File: config.mk
export PLATFORM = sky130hd
export DESIGN_NAME = rgb_float_to_rgbe_encoder
export DESIGN_NICKNAME = d
export VERILOG_FILES = /design/src/design/rgbe_pkg.sv /design/src/design/rgbe_clean.sv /design/src/design/rgbe_scale.sv /design/src/design/rgb_float_to_rgbe_encoder.sv
export SDC_FILE = /design/constraint.sdc
export NUM_CORES = 1
export LEC_CHECK = 0
export BUFFER_PORTS_ARGS = -buffer_cell sky130_fd_sc_hd__buf_2
export CORE_MARGIN = 2
export CORE_UTILIZATION = 60
export CTS_CLUSTER_DIAMETER = 120
export DETAILED_ROUTE_END_ITERATION = 7
export GPL_TIMING_DRIVEN = 0
export PLACE_DENSITY = 0.8
export SYNTH_ARGS = -nofsm -noshare
export SYNTH_HDL_FRONTEND = slang
export SYNTH_HIERARCHICAL = 1
export SYNTH_SLANG_ARGS = --single-unit
File: constraint.sdc
create_clock -name i_clk -period 19.31 [get_ports i_clk]
set_clock_uncertainty 0.05 [all_clocks]
set_input_delay 3.862 -clock i_clk [delete_from_list [all_inputs] [get_ports i_clk]]
set_output_delay 3.862 -clock i_clk [all_outputs]
set_load 0.01 [all_outputs]
File: src/design/rgbe_pkg.sv
// Shared types, constants and helpers for the RGBE encoder.
package rgbe_pkg;
    localparam logic [7:0]  ExpAllOnes = 8'hFF;
    // Bit pattern of single-precision 1e-32.
    localparam logic [31:0] TinyBits   = 32'h0A4FB11F;
    localparam logic [7:0]  ExpBias    = 8'd2;

    typedef struct packed {
        logic        any_inf;
        logic [31:0] red;
        logic [31:0] green;
        logic [31:0] blue;
    } t_clean;

    // Map a float pattern to an unsigned key whose order matches float order.
    function automatic logic [31:0] order_key(input logic [31:0] b);
        order_key = b[31] ? ~b : {1'b1, b[30:0]};
    endfunction
endpackage

File: src/design/rgbe_clean.sv
// Stage 1: NaN squash and infinity detect.
module rgbe_clean (
    input  logic                i_clk,
    input  logic                i_adv,
    input  logic [31:0]         i_red,
    input  logic [31:0]         i_green,
    input  logic [31:0]         i_blue,
    output rgbe_pkg::t_clean    o_clean
);
    function automatic logic [31:0] squash(input logic [31:0] b);
        squash = (b[30:23] == rgbe_pkg::ExpAllOnes && b[22:0] != '0) ? '0 : b;
    endfunction
    function automatic logic is_inf(input logic [31:0] b);
        is_inf = (b[30:23] == rgbe_pkg::ExpAllOnes && b[22:0] == '0);
    endfunction

    rgbe_pkg::t_clean r_clean;
    rgbe_pkg::t_clean n_clean;

    always_comb begin
        n_clean.red     = squash(i_red);
        n_clean.green   = squash(i_green);
        n_clean.blue    = squash(i_blue);
        n_clean.any_inf = is_inf(i_red) || is_inf(i_green) || is_inf(i_blue);
    end

    always_ff @(posedge i_clk) begin
        if (i_adv) begin
            r_clean <= n_clean;
        end
    end

    assign o_clean = r_clean;
endmodule

File: src/design/rgbe_scale.sv
// Shift one component down to its mantissa byte for a given max exponent.
module rgbe_scale (
    input  logic [31:0] i_comp,
    input  logic [7:0]  i_vexp,
    output logic [7:0]  o_byte
);
    logic [7:0]  ce;
    logic [23:0] sig;
    logic [8:0]  sh;
    logic [23:0] shifted;

    always_comb begin
        ce      = (i_comp[30:23] == '0) ? 8'd1 : i_comp[30:23];
        sig     = {(i_comp[30:23] != '0), i_comp[22:0]};
        sh      = {1'b0, i_vexp} - {1'b0, ce} + 9'd16;
        shifted = sig >> sh[4:0];
        if (i_comp[31] || sh[8] || sh >= 9'd32) begin
            o_byte = '0;
        end else if (ce > i_vexp) begin
            o_byte = 8'hFF;
        end else begin
            o_byte = shifted[7:0];
        end
    end
endmodule

File: src/design/rgb_float_to_rgbe_encoder.sv
// Top level of the RGBE shared-exponent encoder pipeline.
//
// One request in carries three single-precision bit patterns (red, green,
// blue); one request out carries four RGBE bytes. Both channels use
// valid/stall: a request moves on an edge where valid is high and stall low.
//
// Pipeline, three register stages, throughput one pixel per cycle while
// the output is not stalled:
//   stage 1: drop NaNs to zero, flag infinities
//   stage 2: pick the signed maximum through order-preserving keys,
//            compare it against 1e-32 and the exponent overflow limit
//   stage 3: shift each component into its mantissa byte (output register)
// Each stage holds a valid bit that travels with its data. The whole
// pipeline advances when the output register is empty or being taken, so a
// downstream stall freezes every stage and nothing is lost or repeated;
// o_stall goes high in every cycle where a waiting output result is stalled,
// even when the earlier stages are empty.
// Reset clears all valid bits; payload registers are not reset.
module rgb_float_to_rgbe_encoder (
    input  logic        i_clk,
    input  logic        i_rst_n,
    input  logic        i_valid,
    output logic        o_stall,
    input  logic [31:0] i_red_bits,
    input  logic [31:0] i_green_bits,
    input  logic [31:0] i_blue_bits,
    output logic        o_valid,
    input  logic        i_stall,
    output logic [7:0]  o_red_mantissa,
    output logic [7:0]  o_green_mantissa,
    output logic [7:0]  o_blue_mantissa,
    output logic [7:0]  o_shared_exponent
);
    logic [2:0] r_vld;
    logic       adv;

    // Advance everything unless the output holds an untaken result.
    assign adv     = !(r_vld[2] && i_stall);
    assign o_stall = !adv;
    assign o_valid = r_vld[2];

    always_ff @(posedge i_clk) begin
        if (!i_rst_n) begin
            r_vld <= '0;
        end else if (adv) begin
            r_vld <= {r_vld[1:0], i_valid};
        end
    end

    // Stage 1.
    rgbe_pkg::t_clean s1;
    rgbe_clean u_clean (
        .i_clk  (i_clk),
        .i_adv  (adv),
        .i_red  (i_red_bits),
        .i_green(i_green_bits),
        .i_blue (i_blue_bits),
        .o_clean(s1)
    );

    // Stage 2: maximum and classification.
    logic [31:0] k_r, k_g, k_b, n_max;
    logic [31:0] r_red, r_grn, r_blu;
    logic [7:0]  r_vexp;
    logic        r_sat, r_zero;

    always_comb begin
        k_r = rgbe_pkg::order_key(s1.red);
        k_g = rgbe_pkg::order_key(s1.green);
        k_b = rgbe_pkg::order_key(s1.blue);
        n_max = s1.red;
        if (k_g > k_r) begin
            n_max = s1.green;
        end
        if (k_b > rgbe_pkg::order_key(n_max)) begin
            n_max = s1.blue;
        end
    end

    always_ff @(posedge i_clk) begin
        if (adv) begin
            r_red  <= s1.red;
            r_grn  <= s1.green;
            r_blu  <= s1.blue;
            r_vexp <= n_max[30:23];
            r_zero <= !s1.any_inf && (rgbe_pkg::order_key(n_max)
                      < rgbe_pkg::order_key(rgbe_pkg::TinyBits));
            r_sat  <= s1.any_inf || (n_max[31] == 1'b0 && n_max[30:23] >= 8'd254);
        end
    end

    // Stage 3: mantissa bytes into the output register.
    logic [7:0] b_r, b_g, b_b;
    rgbe_scale u_sr (.i_comp(r_red), .i_vexp(r_vexp), .o_byte(b_r));
    rgbe_scale u_sg (.i_comp(r_grn), .i_vexp(r_vexp), .o_byte(b_g));
    rgbe_scale u_sb (.i_comp(r_blu), .i_vexp(r_vexp), .o_byte(b_b));

    logic [7:0] r_or, r_og, r_ob, r_oe;
    always_ff @(posedge i_clk) begin
        if (adv) begin
            if (r_sat) begin
                r_or <= 8'hFF; r_og <= 8'hFF; r_ob <= 8'hFF; r_oe <= 8'hFF;
            end else if (r_zero) begin
                r_or <= '0; r_og <= '0; r_ob <= '0; r_oe <= '0;
            end else begin
                r_or <= b_r; r_og <= b_g; r_ob <= b_b;
                r_oe <= r_vexp + rgbe_pkg::ExpBias;
            end
        end
    end

    assign o_red_mantissa    = r_or;
    assign o_green_mantissa  = r_og;
    assign o_blue_mantissa   = r_ob;
    assign o_shared_exponent = r_oe;
endmodule
---- Word level (Yosys, flattened, before mapping) ----
Cells that the tools add are included.
operators by class
  muxes and demuxes ....................... 20
  bitwise operators ....................... 6
  shift-type cells ........................ 3
  reduce and logical (&&, ||, !) cells .... 31
  order comparisons ....................... 10
  add/subtract/negate cells ............... 7
  eq/ne operators ......................... 3
operator list
  cell                  count
  $mux 32               7
  $not 32->32           5
  $mux 8                13
  $shr 24x5->8          3
  $logic_not 23->1      3
  $reduce_bool 23->1    3
  $gt 32x32->1          2
  $lt 32x32->1 const B  1
  $add 9x5->9 const B   3
  $ge 9x6->1 const B    3
  $sub 8x8->9           3
  $eq 8x8->1 const B    3
  $gt 8x8->1            3
  $logic_not 8->1       3
  $reduce_bool 8->1     3
  $logic_and 1x1->1     9
  $logic_or 1x1->1      9
  $add 8x2->8 const B   1
  $ge 8x8->1 const B    1
  $logic_not 1->1       1
  $not 1->1             1
word-level totals
  bits of input ports ..................... 100
  word-level logic and storage cells ...... 95
  output and inout bits ................... 34
  flip-flop bits (word level) ............. 238

---- Depth between registers and ports, before layout ----
  depth in word-level cells ............... 12
  mapped depth ............................ 28
  depth with buffers taken out ............ 22

---- Modules after synthesis ----
The synthesis kept the hierarchy.
modules (own cells, without submodules)
  module                     times used  area an instance (um^2)  cells each
  rgb_float_to_rgbe_encoder  1           8,496.9                  706
  rgbe_scale                 3           1,760.4                  212
  rgbe_clean                 1           3,842.4                  239

---- Least setup slack after synthesis ----
Ideal clock, no wire load.
  path kind ............................... input to output
  start point ............................. input port i_stall
  end point ............................... output port o_stall
  stages on the path ...................... 2
  setup slack ............................. 5,688 ps
  arrival ................................. 9,710 ps
  data required time ...................... 15,398 ps
  path through ............................ nand2_1 -> inv_1
on the way
  cells in the longest elaborated chain, start to end .. 1
RTL lines
  item               line                             RTL
  from (decl)        rgb_float_to_rgbe_encoder.sv:28  input logic i_stall,
  $logic_and 1x1->1  rgb_float_to_rgbe_encoder.sv:38  assign adv = !(r_vld[2] && i_stall);
  to (decl)          rgb_float_to_rgbe_encoder.sv:23  output logic o_stall,
No other way between the ends.

---- Final worst setup path ----
Same ends and word-level chain as after synthesis.

==> run summary <==
The run finished with clean final reports. The worst register-to-register path ends at r_zero. sky130_fd_sc_hd__edfxtp_1 takes more of the synthesized area than any other cell. Wires add up to 46,200 um.

The achievable frequency is 0.111 GHz, and the post-route fraction of the period consumed by the critical path is 46.7%. In this run the count of I/O pins placed on the die edge is 134. The die boundary width was 175 um; the sum of negative setup slack was 0 ns. Counting the fill cells in the layout gives 2,138. The critical path class was in2out. The largest net degree at the start of global routing is 77, and the required time reported for the critical path endpoint is 15.40 ns. Once layout is complete, the cells apart from fillers number 2,149.

Row generation in the floorplan step produced 62 rows. For this configuration, the core starts out at a cell density of 61.2%. The run gives 0 as the post-route antenna net violation count.

In this run the tightest slew margin relative to its limit is 30.7%. Die extent in y: 175 um. Setup repair after global routing left no endpoint under its margin.

The cell area after technology mapping was 17,600 sq um. The most common library cell in the layout ignoring fill and taps is sky130_fd_sc_hd__edfxtp_1. The share of the synthesized area in the top cell type came out at 40.0%.

Counting along the longest clock path gives a buffer depth of 3. The tools report the startpoint of the worst register-to-register path as u_clean/o_clean[63]. The maximum ir drop on the vdd rail is 0.0000807 V.

The tools report the master cell of the clock root buffer as sky130_fd_sc_hd__clkbuf_16. The instance count of the mapped netlist was 1,581; the number of enable-type register cells in the synthesized netlist was 235. The logs give 5.11 ns for the data arrival time of the critical path and 1,982 for the number of nets in the finished design. The end point of the critical path was o_stall.

The buffers inserted during post-CTS setup optimization is 0. The synthesized netlist contains 76 unique library cells. In this run the worst hold path is classified as reg2reg. In this run the static leakage power is 8.23 nW.

The number of global-route vias before repair was 13,100; the number of iterations in the first detailed-routing pass was 5. The kind of start point of the critical path was a primary input. The worst hold slack is 0.415 ns, and the post-synthesis register bit count is 238. The total number of yosys warnings is 6, and the power density over cell area is 143 nW/um^2. The count of hold-fix buffers inserted at cts was 0. The total track usage came out at 30.0%. For this run, the leading register cell type out of synthesis is sky130_fd_sc_hd__edfxtp_1. By area the synthesized netlist is led by sky130_fd_sc_hd__edfxtp_1 40%, sky130_fd_sc_hd__ha_1 9.3%, sky130_fd_sc_hd__mux2i_1 5.5%, sky130_fd_sc_hd__mux4_2 5.0%, sky130_fd_sc_hd__xnor2_1 3.6%. The mean routed wirelength per cell works out to 21.5 um.

The total core area was 28,800 sq um; the share of layout cells above drive strength 1 was 15.4%. Detailed placement ended at an HPWL of 35,700 um. Total of buffers placed on input and output ports: 133.

The first global-routing pass estimated 72,000 um of wire. The logs give 40.4% for the share of the yosys chip area belonging to registers and 0 for the final setup violation count. After detailed placement, the design holds a cell count of 2,101. The clock-pin slew on the worst setup and hold paths was 0.06 ns; the total nets after synthesis was 1,818.

The hold violation total from the final report is 0, and the CTS sink count is 238. The tools report the post-detailed-route DRC marker count as 0. The setup slack of the worst register-to-register path came out at 10.81 ns. The post-synthesis async set-or-reset flop share is 0%, and the number of cells on the worst reg-to-reg path is 25. The tools report the capturing element type of the critical path as an output port. Using the TritonRoute via totals, the vias-per-cell ratio works out to 6.37. TritonCTS built the clock tree. The area growth from synthesis to final layout was 11.6%. The count of final max-slew check failures was 0. The final weighted congestion of routability-driven global placement was 0.961. For this run, the share of the core covered by cells in the final layout is 68.3%.

The number of gates resized after CTS was 0. The top cell types in the final layout, fill and taps aside, are 235 x sky130_fd_sc_hd__edfxtp_1, 141 x sky130_fd_sc_hd__buf_2, 131 x sky130_fd_sc_hd__ha_1. The count of antenna diodes in the layout was 0. The floorplan die area was 30,800 sq um; the sum of overflow across all layers after global routing was 0. The number of antenna violations at the first check in global routing was 0; the synthesized area per cell was 11.1 sq um. The tool flagged a number of max-cap violations equal to 0. The largest fanout on the critical path came out at 58.

The critical path starts at i_stall. The total number of H-tree levels was 1. At the pin with the least slew margin, the transition time is 1.03 ns. The number of buffers created by CTS is 26. After layout, the minimum clock period comes to 9.02 ns. Across all layers, the routed design uses 13,700 vias. The clock reaches the later pin of the worst-skew pair after 0.56 ns. After the first detailed-routing iteration, the DRC count stood at 1,444.
critical path: stages:
cell,delay [ns]
sky130_fd_sc_hd__buf_2,0.11
sky130_fd_sc_hd__nand2_4,0.48
sky130_fd_sc_hd__buf_16,0.34
sky130_fd_sc_hd__inv_1,0.13
sky130_fd_sc_hd__buf_2,0.16
state kept, by name, indices dropped and copies added, names as in the netlist, 3 cells and up:
name and flops:
r_grn 32, r_red 32, u_clean/o_clean 97, o_red_mantissa 8, r_vexp 8, r_blu 32
o_shared_exponent 8, r_vld 3, o_blue_mantissa 8, o_green_mantissa 8
layer usage:
| layer | up-vias | wire length [um] | track usage [%] |
|---|---|---|---|
| li1 | 6342 | - | - |
| met1 | 6616 | 19800 | 42.5 |
| met2 | 616 | 21100 | 47.7 |
| met3 | 109 | 3670 | 4.59 |
| met4 | 0 | 1640 | 10.0 |
| met5 | - | 0 | 0 |
Yosys cell counts (28+ instances only):
cell type and n:
sky130_fd_sc_hd__and2_1 94, sky130_fd_sc_hd__xnor2_1 72, sky130_fd_sc_hd__nor2_1 50, sky130_fd_sc_hd__mux2i_1 97, sky130_fd_sc_hd__nand4_1 38, sky130_fd_sc_hd__inv_1 84
sky130_fd_sc_hd__nand2_1 63, sky130_fd_sc_hd__xor2_1 70, sky130_fd_sc_hd__nand3_1 28, sky130_fd_sc_hd__mux4_2 39, sky130_fd_sc_hd__o21ai_0 35, sky130_fd_sc_hd__nor4_1 29
sky130_fd_sc_hd__ha_1 131, sky130_fd_sc_hd__clkbuf_1 54, sky130_fd_sc_hd__a21o_1 46, sky130_fd_sc_hd__a211oi_1 61, sky130_fd_sc_hd__a21oi_1 65, sky130_fd_sc_hd__edfxtp_1 235
stage by stage:
step | total power, mW | instance area (sq um) | setup slack [ns]
after floorplan | 1.91 | 17600 | 5.69
after global placement | 2.27 | 18800 | 3.70
after detailed placement | 2.30 | 18900 | 10.26
after CTS | 2.78 | 19700 | 10.26
after global routing | 2.98 | 19700 | 10.16
final | 2.81 | 19700 | 10.29
cells by family (layout without fill, tap and decap cells):
logic type	after synthesis	count (layout)	synth area share [%]
fa+ha+maj	137	137	9.98
compound gates	326	326	13.4
flops	238	238	40.4
simple gates	411	411	12.9
mux	151	151	11.7
buf+inv	176	360	4.56
xor+xnor	142	142	7.06
how the worst min path moves through the flow:
| stage | startpoint | end | slack [ns] | depth (start not counted) |
|---|---|---|---|---|
| after floorplan | u_clean/o_clean[63] | r_grn[31] | 0.37 | 0 |
| after global placement | r_vld[1] | r_vld[1] | 0.40 | 2 |
| after detailed placement | r_vld[1] | r_vld[2] | 0.40 | 1 |
| after CTS | r_vld[1] | r_vld[1] | 0.42 | 2 |
| after global routing | r_vld[0] | r_vld[1] | 0.43 | 2 |
| final | r_vld[0] | r_vld[1] | 0.41 | 2 |
report_power, final:
| part | switching (mW) | total, mW | leakage (nW) | internal [mW] |
|---|---|---|---|---|
| Clock | 0.206 | 0.470 | 0.389 | 0.263 |
| Combinational | 0.944 | 1.63 | 5.30 | 0.685 |
| Sequential | 0.0724 | 0.706 | 2.54 | 0.634 |
| Total | 1.22 | 2.81 | 8.23 | 1.58 |
area by class of cell:
cell class	instances	area (sq um)	share of cell area (%)
Clock inverter	15	129	0.655
Inverter	88	335	1.71
Timing Repair Buffer	136	748	3.81
Sequential cell	238	7120	36.2
Clock buffer	33	677	3.44
Buffer	88	468	2.38
Multi-Input combinational cell	1167	9710	49.4
Tap cell	384	480	2.44
No activity file was read; power rests on OpenSTA's default activity.
